===== config.mk =====
export PLATFORM = sky130hd
export DESIGN_NAME = led_matrix_fade_scanner
export DESIGN_NICKNAME = d
export VERILOG_FILES = /design/src/lmfs_pkg.sv /design/src/led_matrix_fade_scanner.sv /design/src/lmfs_row.sv
export SDC_FILE = /design/constraint.sdc
export NUM_CORES = 2
export LEC_CHECK = 0
export ABC_CLOCK_PERIOD_IN_PS = 12690
export BUFFER_PORTS_ARGS = -buffer_cell sky130_fd_sc_hd__buf_2
export CAP_MARGIN = 40
export CORE_ASPECT_RATIO = 1.4
export CORE_MARGIN = 5
export CORE_UTILIZATION = 60
export DETAILED_ROUTE_END_ITERATION = 8
export PLACE_DENSITY = 0.76
export SLEW_MARGIN = 20
export SYNTH_ARGS = -nofsm -noshare
export SYNTH_HDL_FRONTEND = slang
export SYNTH_SLANG_ARGS = --single-unit

===== constraint.sdc =====
create_clock -name clk -period 12.69 [get_ports clk]
set_clock_uncertainty 0.15 [all_clocks]
set_input_delay 1.269 -clock clk [delete_from_list [all_inputs] [get_ports clk]]
set_output_delay 1.269 -clock clk [all_outputs]
set_load 0.01 [all_outputs]

===== src/lmfs_pkg.sv =====
// shared constants, codes and types for the led matrix fade scanner
// no dependencies
package lmfs_pkg;

  localparam int LED_ROWS_DEF    = 4;
  localparam int LED_COLUMNS_DEF = 8;
  localparam int FADE_LEVELS_DEF = 64;

  localparam int OUT_ROWS = 4;
  localparam int STEP_W   = 6;
  localparam int LEVEL_W  = 8;
  localparam int COLOUT_W = 3;

  localparam logic [LEVEL_W-1:0] FULL_ON = 8'd255;

  localparam logic [1:0] FUNC_TICK  = 2'd0;
  localparam logic [1:0] FUNC_LED   = 2'd1;
  localparam logic [1:0] FUNC_SCALE = 2'd2;

  localparam logic [1:0] CFG_FADE_STEP  = 2'd0;
  localparam logic [1:0] CFG_INVERT_PWM = 2'd1;

  typedef enum logic [1:0] {
    MODE_OFF = 2'd0,
    MODE_ON  = 2'd1,
    MODE_PWM = 2'd2
  } mode_t;

  typedef struct packed {
    logic              tick_go;
    logic              wr_go;
    logic [STEP_W-1:0] fade_step;
    logic              invert_pwm;
  } lmfs_ctl_t;

endpackage


===== src/led_matrix_fade_scanner.sv =====
// led matrix column scanner with per-led fade, top level
// depends on lmfs_pkg and lmfs_row
// a scan tick passes s1 and s2 in order and its result is then registered at the output
// throughput: one request per cycle while results are taken; output back-pressure holds a tick in s1
// led writes take effect at acceptance, scale loads in the cycle after, in order with ticks
// reset clears config, the active column, the led states, the pipeline valids and the column and scale valid bits
module led_matrix_fade_scanner #(
  parameter int LED_ROWS    = lmfs_pkg::LED_ROWS_DEF,
  parameter int LED_COLUMNS = lmfs_pkg::LED_COLUMNS_DEF,
  parameter int FADE_LEVELS = lmfs_pkg::FADE_LEVELS_DEF
) (
  input  logic       clk,
  input  logic       rst_n,
  input  logic       in_valid,
  output logic       in_ready,
  input  logic [1:0] in_func,
  input  logic [4:0] in_led_index,
  input  logic       in_led_lit,
  input  logic [5:0] in_scale_index,
  input  logic [7:0] in_scale_value,
  output logic       out_valid,
  input  logic       out_ready,
  output logic [2:0] out_column,
  output logic [1:0] out_row0_mode,
  output logic [7:0] out_row0_level,
  output logic [1:0] out_row1_mode,
  output logic [7:0] out_row1_level,
  output logic [1:0] out_row2_mode,
  output logic [7:0] out_row2_level,
  output logic [1:0] out_row3_mode,
  output logic [7:0] out_row3_level,
  input  logic       cfg_valid,
  output logic       cfg_ready,
  input  logic [1:0] cfg_index,
  input  logic [5:0] cfg_data
);
  import lmfs_pkg::*;

  localparam int NUM_LEDS = LED_ROWS * LED_COLUMNS;
  localparam int CNT_W    = $clog2(FADE_LEVELS);
  localparam int COL_W    = $clog2(LED_COLUMNS);
  localparam int LED_W    = $clog2(NUM_LEDS);
  localparam int SIDX_W   = (CNT_W > 6) ? CNT_W : 6;

  // config
  logic [STEP_W-1:0] fade_step_r;
  logic              invert_pwm_r;

  // state
  logic [COL_W-1:0]  active_column_r;
  logic              led_on_r [NUM_LEDS];
  logic              col_vld_r [LED_COLUMNS];
  logic [FADE_LEVELS-1:0] scl_vld_r;
  logic [LED_ROWS-1:0][CNT_W-1:0] cnt_mem [LED_COLUMNS];

  // pipeline
  logic                 s1_vld_r;
  logic                 s1_tick_r;
  logic [COL_W-1:0]     s1_col_r;
  logic [LED_ROWS-1:0]  s1_lit_r;
  logic                 s1_cvld_r;
  logic [LED_ROWS-1:0][CNT_W-1:0] s1_cnt_r;
  logic [CNT_W-1:0]     s1_waddr_r;
  logic [7:0]           s1_wdata_r;
  logic                 s2_vld_r;
  logic [COL_W-1:0]     s2_col_r;
  logic                 out_valid_r;
  logic [COLOUT_W-1:0]  out_column_r;
  mode_t                out_mode_r  [OUT_ROWS];
  logic [LEVEL_W-1:0]   out_level_r [OUT_ROWS];

  logic accept;
  logic is_tick;
  logic led_ok;
  logic scale_ok;
  logic s1_load;
  logic out_free;
  logic s2_free;
  logic s2_go;
  logic s1_go;
  logic [SIDX_W-1:0] sidx_ext;
  logic [LED_ROWS-1:0] lit_now;
  logic [LED_ROWS-1:0][CNT_W-1:0] cnt_eff;
  logic [LED_ROWS-1:0][CNT_W-1:0] cnt_wr;
  mode_t      row_mode  [OUT_ROWS];
  logic [7:0] row_level [OUT_ROWS];
  lmfs_ctl_t  ctl;

  assign out_free = !out_valid_r || out_ready;
  assign s2_free  = !s2_vld_r || out_free;
  assign s2_go    = s2_vld_r && out_free;
  assign s1_go    = s1_vld_r && (!s1_tick_r || s2_free);
  assign in_ready = !s1_vld_r || s1_go;
  assign accept   = in_valid && in_ready;
  assign cfg_ready = 1'b1;

  assign sidx_ext = SIDX_W'(in_scale_index);
  assign is_tick  = (in_func == FUNC_TICK);
  assign led_ok   = (in_func == FUNC_LED) && ({1'b0, in_led_index} < 6'(NUM_LEDS));
  assign scale_ok = (in_func == FUNC_SCALE) && (9'(in_scale_index) < 9'(FADE_LEVELS));
  assign s1_load  = accept && (is_tick || scale_ok);

  assign ctl.tick_go    = s1_go && s1_tick_r;
  assign ctl.wr_go      = s1_go && !s1_tick_r;
  assign ctl.fade_step  = fade_step_r;
  assign ctl.invert_pwm = invert_pwm_r;

  always_comb begin
    for (int r = 0; r < LED_ROWS; r++) begin
      lit_now[r] = led_on_r[LED_W'(r * LED_COLUMNS) + LED_W'(active_column_r)];
      cnt_eff[r] = s1_cvld_r ? s1_cnt_r[r] : '0;
    end
  end

  always_ff @(posedge clk) begin
    if (!rst_n) begin
      fade_step_r  <= '0;
      invert_pwm_r <= 1'b0;
    end else if (cfg_valid) begin
      unique case (cfg_index)
        CFG_FADE_STEP:  fade_step_r  <= cfg_data;
        CFG_INVERT_PWM: invert_pwm_r <= cfg_data[0];
        default: ;
      endcase
    end
  end

  always_ff @(posedge clk) begin
    if (!rst_n) begin
      active_column_r <= '0;
      for (int i = 0; i < NUM_LEDS; i++) begin
        led_on_r[i] <= 1'b0;
      end
    end else if (accept) begin
      if (led_ok) begin
        led_on_r[in_led_index[LED_W-1:0]] <= in_led_lit;
      end
      if (is_tick) begin
        active_column_r <= (active_column_r == COL_W'(LED_COLUMNS - 1)) ? '0 :
                           active_column_r + 1'b1;
      end
    end
  end

  // counter memory: read at tick acceptance, written back when the tick leaves s1;
  // consecutive ticks use different columns, so a read never overlaps a pending write
  always_ff @(posedge clk) begin
    if (accept && is_tick) begin
      s1_cnt_r <= cnt_mem[active_column_r];
    end
    if (ctl.tick_go) begin
      cnt_mem[s1_col_r] <= cnt_wr;
    end
  end

  always_ff @(posedge clk) begin
    if (!rst_n) begin
      for (int c = 0; c < LED_COLUMNS; c++) begin
        col_vld_r[c] <= 1'b0;
      end
      scl_vld_r <= '0;
    end else begin
      if (ctl.tick_go) begin
        col_vld_r[s1_col_r] <= 1'b1;
      end
      if (ctl.wr_go) begin
        scl_vld_r[s1_waddr_r] <= 1'b1;
      end
    end
  end

  always_ff @(posedge clk) begin
    if (!rst_n) begin
      s1_vld_r    <= 1'b0;
      s2_vld_r    <= 1'b0;
      out_valid_r <= 1'b0;
    end else begin
      if (in_ready) begin
        s1_vld_r <= s1_load;
      end
      if (s2_free) begin
        s2_vld_r <= ctl.tick_go;
      end
      if (out_free) begin
        out_valid_r <= s2_vld_r;
      end
    end
  end

  always_ff @(posedge clk) begin
    if (s1_load) begin
      s1_tick_r  <= is_tick;
      s1_col_r   <= active_column_r;
      s1_lit_r   <= lit_now;
      s1_cvld_r  <= col_vld_r[active_column_r];
      s1_waddr_r <= sidx_ext[CNT_W-1:0];
      s1_wdata_r <= in_scale_value;
    end
    if (ctl.tick_go) begin
      s2_col_r <= s1_col_r;
    end
    if (s2_go) begin
      out_column_r <= COLOUT_W'(s2_col_r);
      for (int r = 0; r < OUT_ROWS; r++) begin
        out_mode_r[r]  <= row_mode[r];
        out_level_r[r] <= row_level[r];
      end
    end
  end

  for (genvar r = 0; r < OUT_ROWS; r++) begin : g_row
    if (r < LED_ROWS) begin : g_live
      lmfs_row #(
        .FADE_LEVELS (FADE_LEVELS),
        .CNT_W       (CNT_W)
      ) u_row (
        .clk     (clk),
        .ctl     (ctl),
        .wr_addr (s1_waddr_r),
        .wr_data (s1_wdata_r),
        .scl_vld (scl_vld_r),
        .lit     (s1_lit_r[r]),
        .cnt_cur (cnt_eff[r]),
        .cnt_nxt (cnt_wr[r]),
        .mode    (row_mode[r]),
        .level   (row_level[r])
      );
    end else begin : g_absent
      assign row_mode[r]  = MODE_OFF;
      assign row_level[r] = 8'd0;
    end
  end

  assign out_valid      = out_valid_r;
  assign out_column     = out_column_r;
  assign out_row0_mode  = out_mode_r[0];
  assign out_row0_level = out_level_r[0];
  assign out_row1_mode  = out_mode_r[1];
  assign out_row1_level = out_level_r[1];
  assign out_row2_mode  = out_mode_r[2];
  assign out_row2_level = out_level_r[2];
  assign out_row3_mode  = out_mode_r[3];
  assign out_row3_level = out_level_r[3];

  a_col_range: assert property (@(posedge clk) disable iff (!rst_n)
    out_valid_r |-> ({1'b0, out_column_r} < (COLOUT_W + 1)'(LED_COLUMNS)))
    else $error("result column out of range");

  a_go_excl: assert property (@(posedge clk) disable iff (!rst_n)
    !(ctl.tick_go && ctl.wr_go))
    else $error("tick and scale load leave s1 together");

  a_tick_to_s2: assert property (@(posedge clk) disable iff (!rst_n)
    ctl.tick_go |=> s2_vld_r)
    else $error("tick lost between s1 and s2");

  a_s2_to_out: assert property (@(posedge clk) disable iff (!rst_n)
    s2_go |=> out_valid_r)
    else $error("tick lost between s2 and output");

endmodule


===== src/lmfs_row.sv =====
// one matrix row: counter update, its copy of the scale table and drive decode
// depends on lmfs_pkg
module lmfs_row #(
  parameter int FADE_LEVELS = lmfs_pkg::FADE_LEVELS_DEF,
  parameter int CNT_W       = $clog2(FADE_LEVELS)
) (
  input  logic                       clk,
  input  lmfs_pkg::lmfs_ctl_t        ctl,
  input  logic [CNT_W-1:0]           wr_addr,
  input  logic [7:0]                 wr_data,
  input  logic [FADE_LEVELS-1:0]     scl_vld,
  input  logic                       lit,
  input  logic [CNT_W-1:0]           cnt_cur,
  output logic [CNT_W-1:0]           cnt_nxt,
  output lmfs_pkg::mode_t            mode,
  output logic [7:0]                 level
);
  import lmfs_pkg::*;

  localparam int SUM_W = ((CNT_W > STEP_W) ? CNT_W : STEP_W) + 1;
  localparam logic [SUM_W-1:0] CNT_MAX = SUM_W'(FADE_LEVELS - 1);

  logic [7:0]       scl_mem [FADE_LEVELS];
  logic [7:0]       bright_r;
  logic             bvld_r;
  logic             force_r;
  logic             force_on;
  logic [SUM_W-1:0] cnt_ext;
  logic [SUM_W-1:0] step_ext;
  logic [SUM_W-1:0] sum;
  logic [7:0]       bright;

  assign force_on = (ctl.fade_step == '0) && lit;
  assign cnt_ext  = SUM_W'(cnt_cur);
  assign step_ext = SUM_W'(ctl.fade_step);
  assign sum      = cnt_ext + step_ext;

  always_comb begin
    if (force_on) begin
      cnt_nxt = cnt_cur;
    end else if (lit) begin
      cnt_nxt = (sum > CNT_MAX) ? CNT_MAX[CNT_W-1:0] : sum[CNT_W-1:0];
    end else if (cnt_ext > step_ext) begin
      cnt_nxt = CNT_W'(cnt_ext - step_ext);
    end else begin
      cnt_nxt = '0;
    end
  end

  always_ff @(posedge clk) begin
    if (ctl.wr_go) begin
      scl_mem[wr_addr] <= wr_data;
    end
    if (ctl.tick_go) begin
      bright_r <= scl_mem[cnt_cur];
      bvld_r   <= scl_vld[cnt_cur];
      force_r  <= force_on;
    end
  end

  assign bright = bvld_r ? bright_r : 8'd0;

  always_comb begin
    mode  = MODE_OFF;
    level = 8'd0;
    if (force_r || bright == FULL_ON) begin
      mode = MODE_ON;
    end else if (bright != 8'd0) begin
      mode  = MODE_PWM;
      level = ctl.invert_pwm ? (FULL_ON - bright) : bright;
    end
  end

endmodule


* Word-level counts from Yosys, hierarchy flattened *
Memory sizes are Yosys's and may differ from the RTL's. A register that Yosys moved wholly into a read port is not among the register bits.
Cells that the tools add are included.

operators by class
  mux-type cells = 74
  order comparisons = 14
  reductions and logical operators = 37
  bitwise operators = 1
  equality and inequality tests = 8
  add/sub/neg operators = 16

operator list
  kind                   number
  $mux W8                16
  $mux W6                20
  $or A64 B64 Y64        1
  $lt A6 B7 Y1 const B   5
  $eq A8 B8 Y1 const B   4
  $reduce_bool A8 Y1     4
  $sub A8 B8 Y8 const A  4
  $add A6 B6 Y7          4
  $gt A7 B6 Y1 const B   4
  $bmux W1 S6            4
  $gt A6 B6 Y1           4
  $sub A6 B6 Y6          4
  $mux W1                22
  $mux W2                8
  $logic_and A1 B1 Y1    12
  $logic_or A1 B1 Y1     9
  $demux W1 S6           1
  $ge A6 B1 Y1 const B   1
  $logic_not A6 Y1       1
  $mux W3                2
  $reduce_and A2 Y1      3
  $add A4 B3 Y5 const A  1
  $add A4 B4 Y5 const A  1
  $add A5 B3 Y5 const A  1
  8 further kinds        14

storage, ports and cells
  memory bits (writable) = 2320
  register bits after elaboration = 109
  logic and storage cells = 180
  output and inout port bits = 46
  memories kept = 9
  bits of input ports = 35

memories
  name                           depth  bits a word  rd ports  clocked after memory_dff  write ports  line                           text
  g_row[0].g_live.u_row.scl_mem  64     8            1         1                         1            lmfs_row.sv:23                 logic [7:0] scl_mem [FADE_LEVELS];
  g_row[1].g_live.u_row.scl_mem  64     8            1         1                         1            lmfs_row.sv:23
  g_row[2].g_live.u_row.scl_mem  64     8            1         1                         1            lmfs_row.sv:23
  g_row[3].g_live.u_row.scl_mem  64     8            1         1                         1            lmfs_row.sv:23
  cnt_mem                        8      24           1         1                         1            led_matrix_fade_scanner.sv:54  logic [LED_ROWS-1:0][CNT_W-1:0] cnt_mem [LED_COLUMNS];
  led_on_r                       32     1            4         4                         32           led_matrix_fade_scanner.sv:51  logic led_on_r [NUM_LEDS];
  3 more memories                -      -            -         -                         -            -

* Depth between registers and ports, before layout *
  depth after elaboration = 12
  depth in mapped cells = 16

* Cells and area by module *
Synthesis repeated with hierarchy kept, for this count alone.

second synthesis, totals
  cells, all modules = 5256
  area, all modules = 101325.9 um^2

modules (own cells, without submodules)
  module                                 cells an instance  times used  sequential area each (um^2)  area an instance (um^2)
  lmfs_row at g_row[2].g_live.u_row ...  1094               2           15675.0                      21665.8
  lmfs_row at g_row[0].g_live.u_row ...  1088               2           15675.0                      21470.6
  led_matrix_fade_scanner                892                1           10900.5                      15053.2

* Worst setup path before layout *
OpenSTA, ideal clock, no wires.

  path type = input -> register
  start point = input port out_ready
  end point = memory cnt_mem[1][0] (netlist bit), enable pin
  arrival = 5.762 ns
  required time = 12.103 ns
  stages on the path = 4
  library setup time = 0.437 ns
  setup slack = 6.341 ns
  path buffers = 0
  path through = nor2b_1 a21oi_1 nand2_1 nor3_1

RTL lines
  item                line                           text
  start: declaration  led_matrix_fade_scanner.sv:22  input logic out_ready,
  end: declaration    led_matrix_fade_scanner.sv:54

* Final worst setup path *
  start point = register s1_cvld_r (read register of col_vld_r)
  end point = register g_row[3].g_live.u_row.bright_r[1] (read register of g_row[3].g_live.u_row.scl_mem), data pin

on the way
  cells in the longest elaborated chain, start to end = 1

RTL lines
  item                line                            text
  start: declaration  led_matrix_fade_scanner.sv:61   logic s1_cvld_r;
  $mux W6             led_matrix_fade_scanner.sv:111  cnt_eff[r] = s1_cvld_r ? s1_cnt_r[r] : '0;
  end: declaration    lmfs_row.sv:24                  logic [7:0] bright_r;

No other way between the ends.
A chain may end at the register's enable or synchronous reset.

==> results <==
- In this run the worst hold path is classified as flip-flop to flip-flop.
- Walking the worst path, the cells encountered are buf_4 > buf_4 > nand2_2 > buf_4 > buf_12 > mux4_2 > mux2i_1 > a32oi_1 > o221ai_1 > o21ai_0.
- The tool flagged a number of max-cap violations equal to 0.
- The number of max-slew violations in the final report is 0.
- Data on the critical path arrives at its endpoint at around 5.3 ns.
- The number of buffers added to fix hold violations after cts is 0.
- In this run the cell area of the synthesized design comes to roughly 55,000 um^2.
- The wire-length estimate of the detail-placed layout is around 150,000 um.
- After synthesis, the largest family of logic cells by area is multiplexers.
- Dividing the detail-routed via count by the number of cells gives 7.937.
- Clock tree synthesis found a total of 954 sinks.
- Synthesis produced a netlist with a net count of ~4,400.
- The post-route setup TNS is 0 ns.
- After layout, the worst setup slack is 7.643 ns.
- The width of the chip is roughly 270 um.
- The die outline area is roughly 100,000 um^2.
- For this run, the register share of the synthesized area comes to 0.5023.
- The fraction of synthesized area in multiplexers is 0.2254.
- In this run, post-CTS repair resized a total of 0 instances.
- The library cell appearing most often on the critical path is sky130_fd_sc_hd__buf_4.
- In the synthesized netlist the dominant register cell turns out to be sky130_fd_sc_hd__edfxtp_1.
- During placement, the flow inserted port buffers numbering about 80.
- Entering global routing, the biggest net connects about 100 pins.
- For this configuration, the core starts out at a cell density of 0.6024.
- The wire length after detailed routing is 220,700 um.
- The smallest clock period supported by the final layout is computed as approximately 5 ns.
- The commonest cells after synthesis are sky130_fd_sc_hd__edfxtp_1, sky130_fd_sc_hd__mux4_2, sky130_fd_sc_hd__nor2_1, sky130_fd_sc_hd__nand2_1, sky130_fd_sc_hd__a21oi_1.
- The library cell contributing the largest single delay on the critical path is sky130_fd_sc_hd__o21ai_0.
- VDD sags by at most between 0.1 and 0.15 mV.
- The cell at the root of the clock tree is sky130_fd_sc_hd__clkbuf_16.
- Dividing total power by cell area gives a power density of ~110 nW/um^2.
- Setup repair after global routing left no endpoint under its margin.
- The synthesized design spends more area on one cell type than any other, namely sky130_fd_sc_hd__edfxtp_1.
- Summed over all layers, the global routing overflow is 0.
- The final number of setup-violating endpoints is 0.
- The peak per-stage delay on the critical path is 0.81 ns.
- 81 I/O pins were placed.
- By instance count, the leading cell after synthesis is sky130_fd_sc_hd__edfxtp_1.
- The hold violation count in the final report is 0.
- The arithmetic-cell share of the synthesized area counting full adders, half adders and majority gates is 0.008508.
- The critical path is of the flip-flop to flip-flop type.
- Compared with the post-synthesis result, the final layout area differs by 9.249%.
- The run finished with clean final reports.
- The first global-routing pass estimated 311,400 um of wire.
- The highest clock frequency the design can meet is around 0.2 GHz.
- The maximum level of the CTS H-tree is 3.
- Ranked by total cell area, the synthesized netlist is headed by sky130_fd_sc_hd__edfxtp_1, sky130_fd_sc_hd__mux4_2, sky130_fd_sc_hd__dfxtp_1, sky130_fd_sc_hd__mux2i_1, sky130_fd_sc_hd__nor2_1.
- The remaining antenna violation count after routing is 0.
- Among cell families on the critical path, the largest total delay comes from compound AO/OA/AOI/OAI gates.
- After clock tree synthesis, the clock-pin slew on the worst setup and hold paths is 0.06 ns.
- In the global route stage, overall resource usage came out at 0.4523.
- The area fraction in compound gates after synthesis was 0.1366.
- The post-route fraction of the period consumed by the critical path is 0.3978.
- The clock tree from TritonCTS is yes.
- At the placement stage, the worst setup path has a slack of between 7 and 8 ns.
- The static leakage is between 0.02 and 0.025 uW.
- The share of synthesized flip-flops with an asynchronous set or reset is 0.
- The share of the synthesized netlist area taken by xor and xnor gates is 0.01025.
- For flop-to-flop paths, the worst setup slack is between 7 and 8 ns.
- For the pin with the worst max-slew slack, the measured transition is between 1 and 1.5 ns.
- The placeable core area is 90,800 um^2.
- Yosys mapped a number of flops with a built-in enable equal to ~840.
- The via count of the first global-routing pass was 41,220.
- The first detailed-routing pass took 8 iterations.
- The maximum fanout along the worst path is 38.
- The detailed router finished its first iteration with between 8,000 and 9,000 violations.
- The layout cell share with drive strength beyond 1 is 0.2234.
- The number of different library cells used by synthesis comes to between 80 and 90.
- Dividing the synthesized area by the synthesized cell count gives approximately 13 um^2.
- The simple logic cell fraction of the synthesized area is 0.07966.
- The number of antenna violations at the first check in global routing is 29.
- The critical path contains buffers and inverters numbering 4 combined.
- The synthesized instance count is around 4,300.
- The post-CTS setup repair buffer count is 0.
- The CTS buffer count is between 90 and 100.
- The clock latency at the later pin of the worst-skew pair is around 0.75 ns.
- The required arrival time at the worst endpoint is roughly 13 ns.
- The share of Yosys cell area claimed by the top area cell type is 0.4594.
- Routability-driven placement finished with a final weighted congestion of about 1.1.
- The final routed DRC violation total is 0.
- The number of synthesized register bits is approximately 950.
- The floorplan has between 100 and 150 rows.
- The vertical extent of the die is about 370 um.
- The final route contains around 44,000 vias.
- No sink is reached through more buffers than the 3 on the longest clock path.
- The nature of the critical path startpoint is a flip-flop.
- The final layout contains between 4,000 and 5,000 nets.
- Headroom to the max-slew limit came out at 0.1646.
- In the final routed layout, each cell accounts on average for about 40 um.
- The count of synthesis-stage warnings from yosys is 0.
- The endpoint type of the worst setup path is a flip-flop.
- The final hold slack is ~0.28 ns.
==> worst reg2reg max path, stage by stage, from the launching register on <==
cell and delay (ns):
sky130_fd_sc_hd__edfxtp_1 0.33, sky130_fd_sc_hd__buf_4 0.46, sky130_fd_sc_hd__buf_4 0.58, sky130_fd_sc_hd__nand2_2 0.17
sky130_fd_sc_hd__buf_4 0.28, sky130_fd_sc_hd__buf_12 0.23, sky130_fd_sc_hd__mux4_2 0.39, sky130_fd_sc_hd__mux2i_1 0.10
sky130_fd_sc_hd__a32oi_1 0.74, sky130_fd_sc_hd__o221ai_1 0.50, sky130_fd_sc_hd__o21ai_0 0.81
==> placed cells by master, fill, tap and decap left out, drive strengths merged, types with 35 or more instances in the layout <==
cell type / count
nor3: 43
nor2: 403
clkbuf: 110
dfxtp: 117
nand2b: 41
nand2: 287
mux4: 427
buf: 273
inv: 59
o21a: 83
a32oi: 35
nand3: 46
o22ai: 194
o21ai: 161
mux2i: 233
xor2: 37
edfxtp: 837
a211oi: 182
a21oi: 238
clkinv: 40
==> cell families after synthesis <==
logic type | after synthesis
and+or+nand+nor | 977
adders and majority gates | 38
other | 1
muxes | 694
buffers and inverters | 438
xor gates and xnor gates | 64
AOI/OAI and AO/OA | 1121
DFF | 954
==> registers in the layout, summed over array words and instances, names as in the netlist, 4 cells and up <==
register,cells
fade_step_r,6
out_level_r,32
s1_lit_r,4
s1_cnt_r,24
cnt_mem,192
scl_vld_r,64
g_row.g_live.u_row.force_r,4
out_mode_r,8
g_row.g_live.u_row.scl_mem,512
s1_wdata_r,8
s1_waddr_r,6
led_on_r,32
g_row.g_live.u_row.bright_r,32
col_vld_r,8
g_row.g_live.u_row.bvld_r,4
==> power breakdown <==
| part | internal (uW) | total [uW] | switching [uW] |
|---|---|---|---|
| logic | 185 | 618 | 433 |
| registers | 3450 | 3470 | 21.1 |
| clock network | 1520 | 2780 | 1260 |
==> per-stage QoR <==
step	total power (uW)	instances	util	instance area [um^2]
2_1_floorplan	3875	4287	-	54710
3_3_place_gp	4085	5297	0.6143	55780
3_5_place_dp	4098	5342	0.6200	56300
4_1_cts	6794	5509	0.6526	59260
5_1_grt	7010	5548	0.6575	59700
6_report	6864	5572	0.6582	59760
==> final timing paths <==
check        cells past startpoint                                     endpoint                   from
min reg2reg                      0                      out_column[2]$_DFFE_PP_  s2_col_r[2]$_DFFE_PP_
max reg2reg                     10  g_row[3].g_live.u_row.bright_r[1]$_DFFE_PP_    s1_cvld_r$_DFFE_PP_
max                             10  g_row[3].g_live.u_row.bright_r[1]$_DFFE_PP_    s1_cvld_r$_DFFE_PP_
min                              0                      out_column[2]$_DFFE_PP_  s2_col_r[2]$_DFFE_PP_
==> cell type report <==
type                    count  area, um^2
fillers                  6592       31040
flip-flops and latches    954       27480
multi-input cells        2895       25360
clock buffers             108        2402
repair buffers            275        2175
well taps                1197        1498
clock inverters            59       561.8
inverters                  56       215.2
diodes                     28       70.07
==> layer usage <==
layer,vias up,global-route usage,wire length [um]
met1,21170,0.4860,62990
met2,4379,0.6648,96600
met4,8,0.4324,30430
met5,-,0.01051,95
li1,17190,-,-
met3,1474,0.1886,30620
No activity file was read; power rests on OpenSTA's default activity.
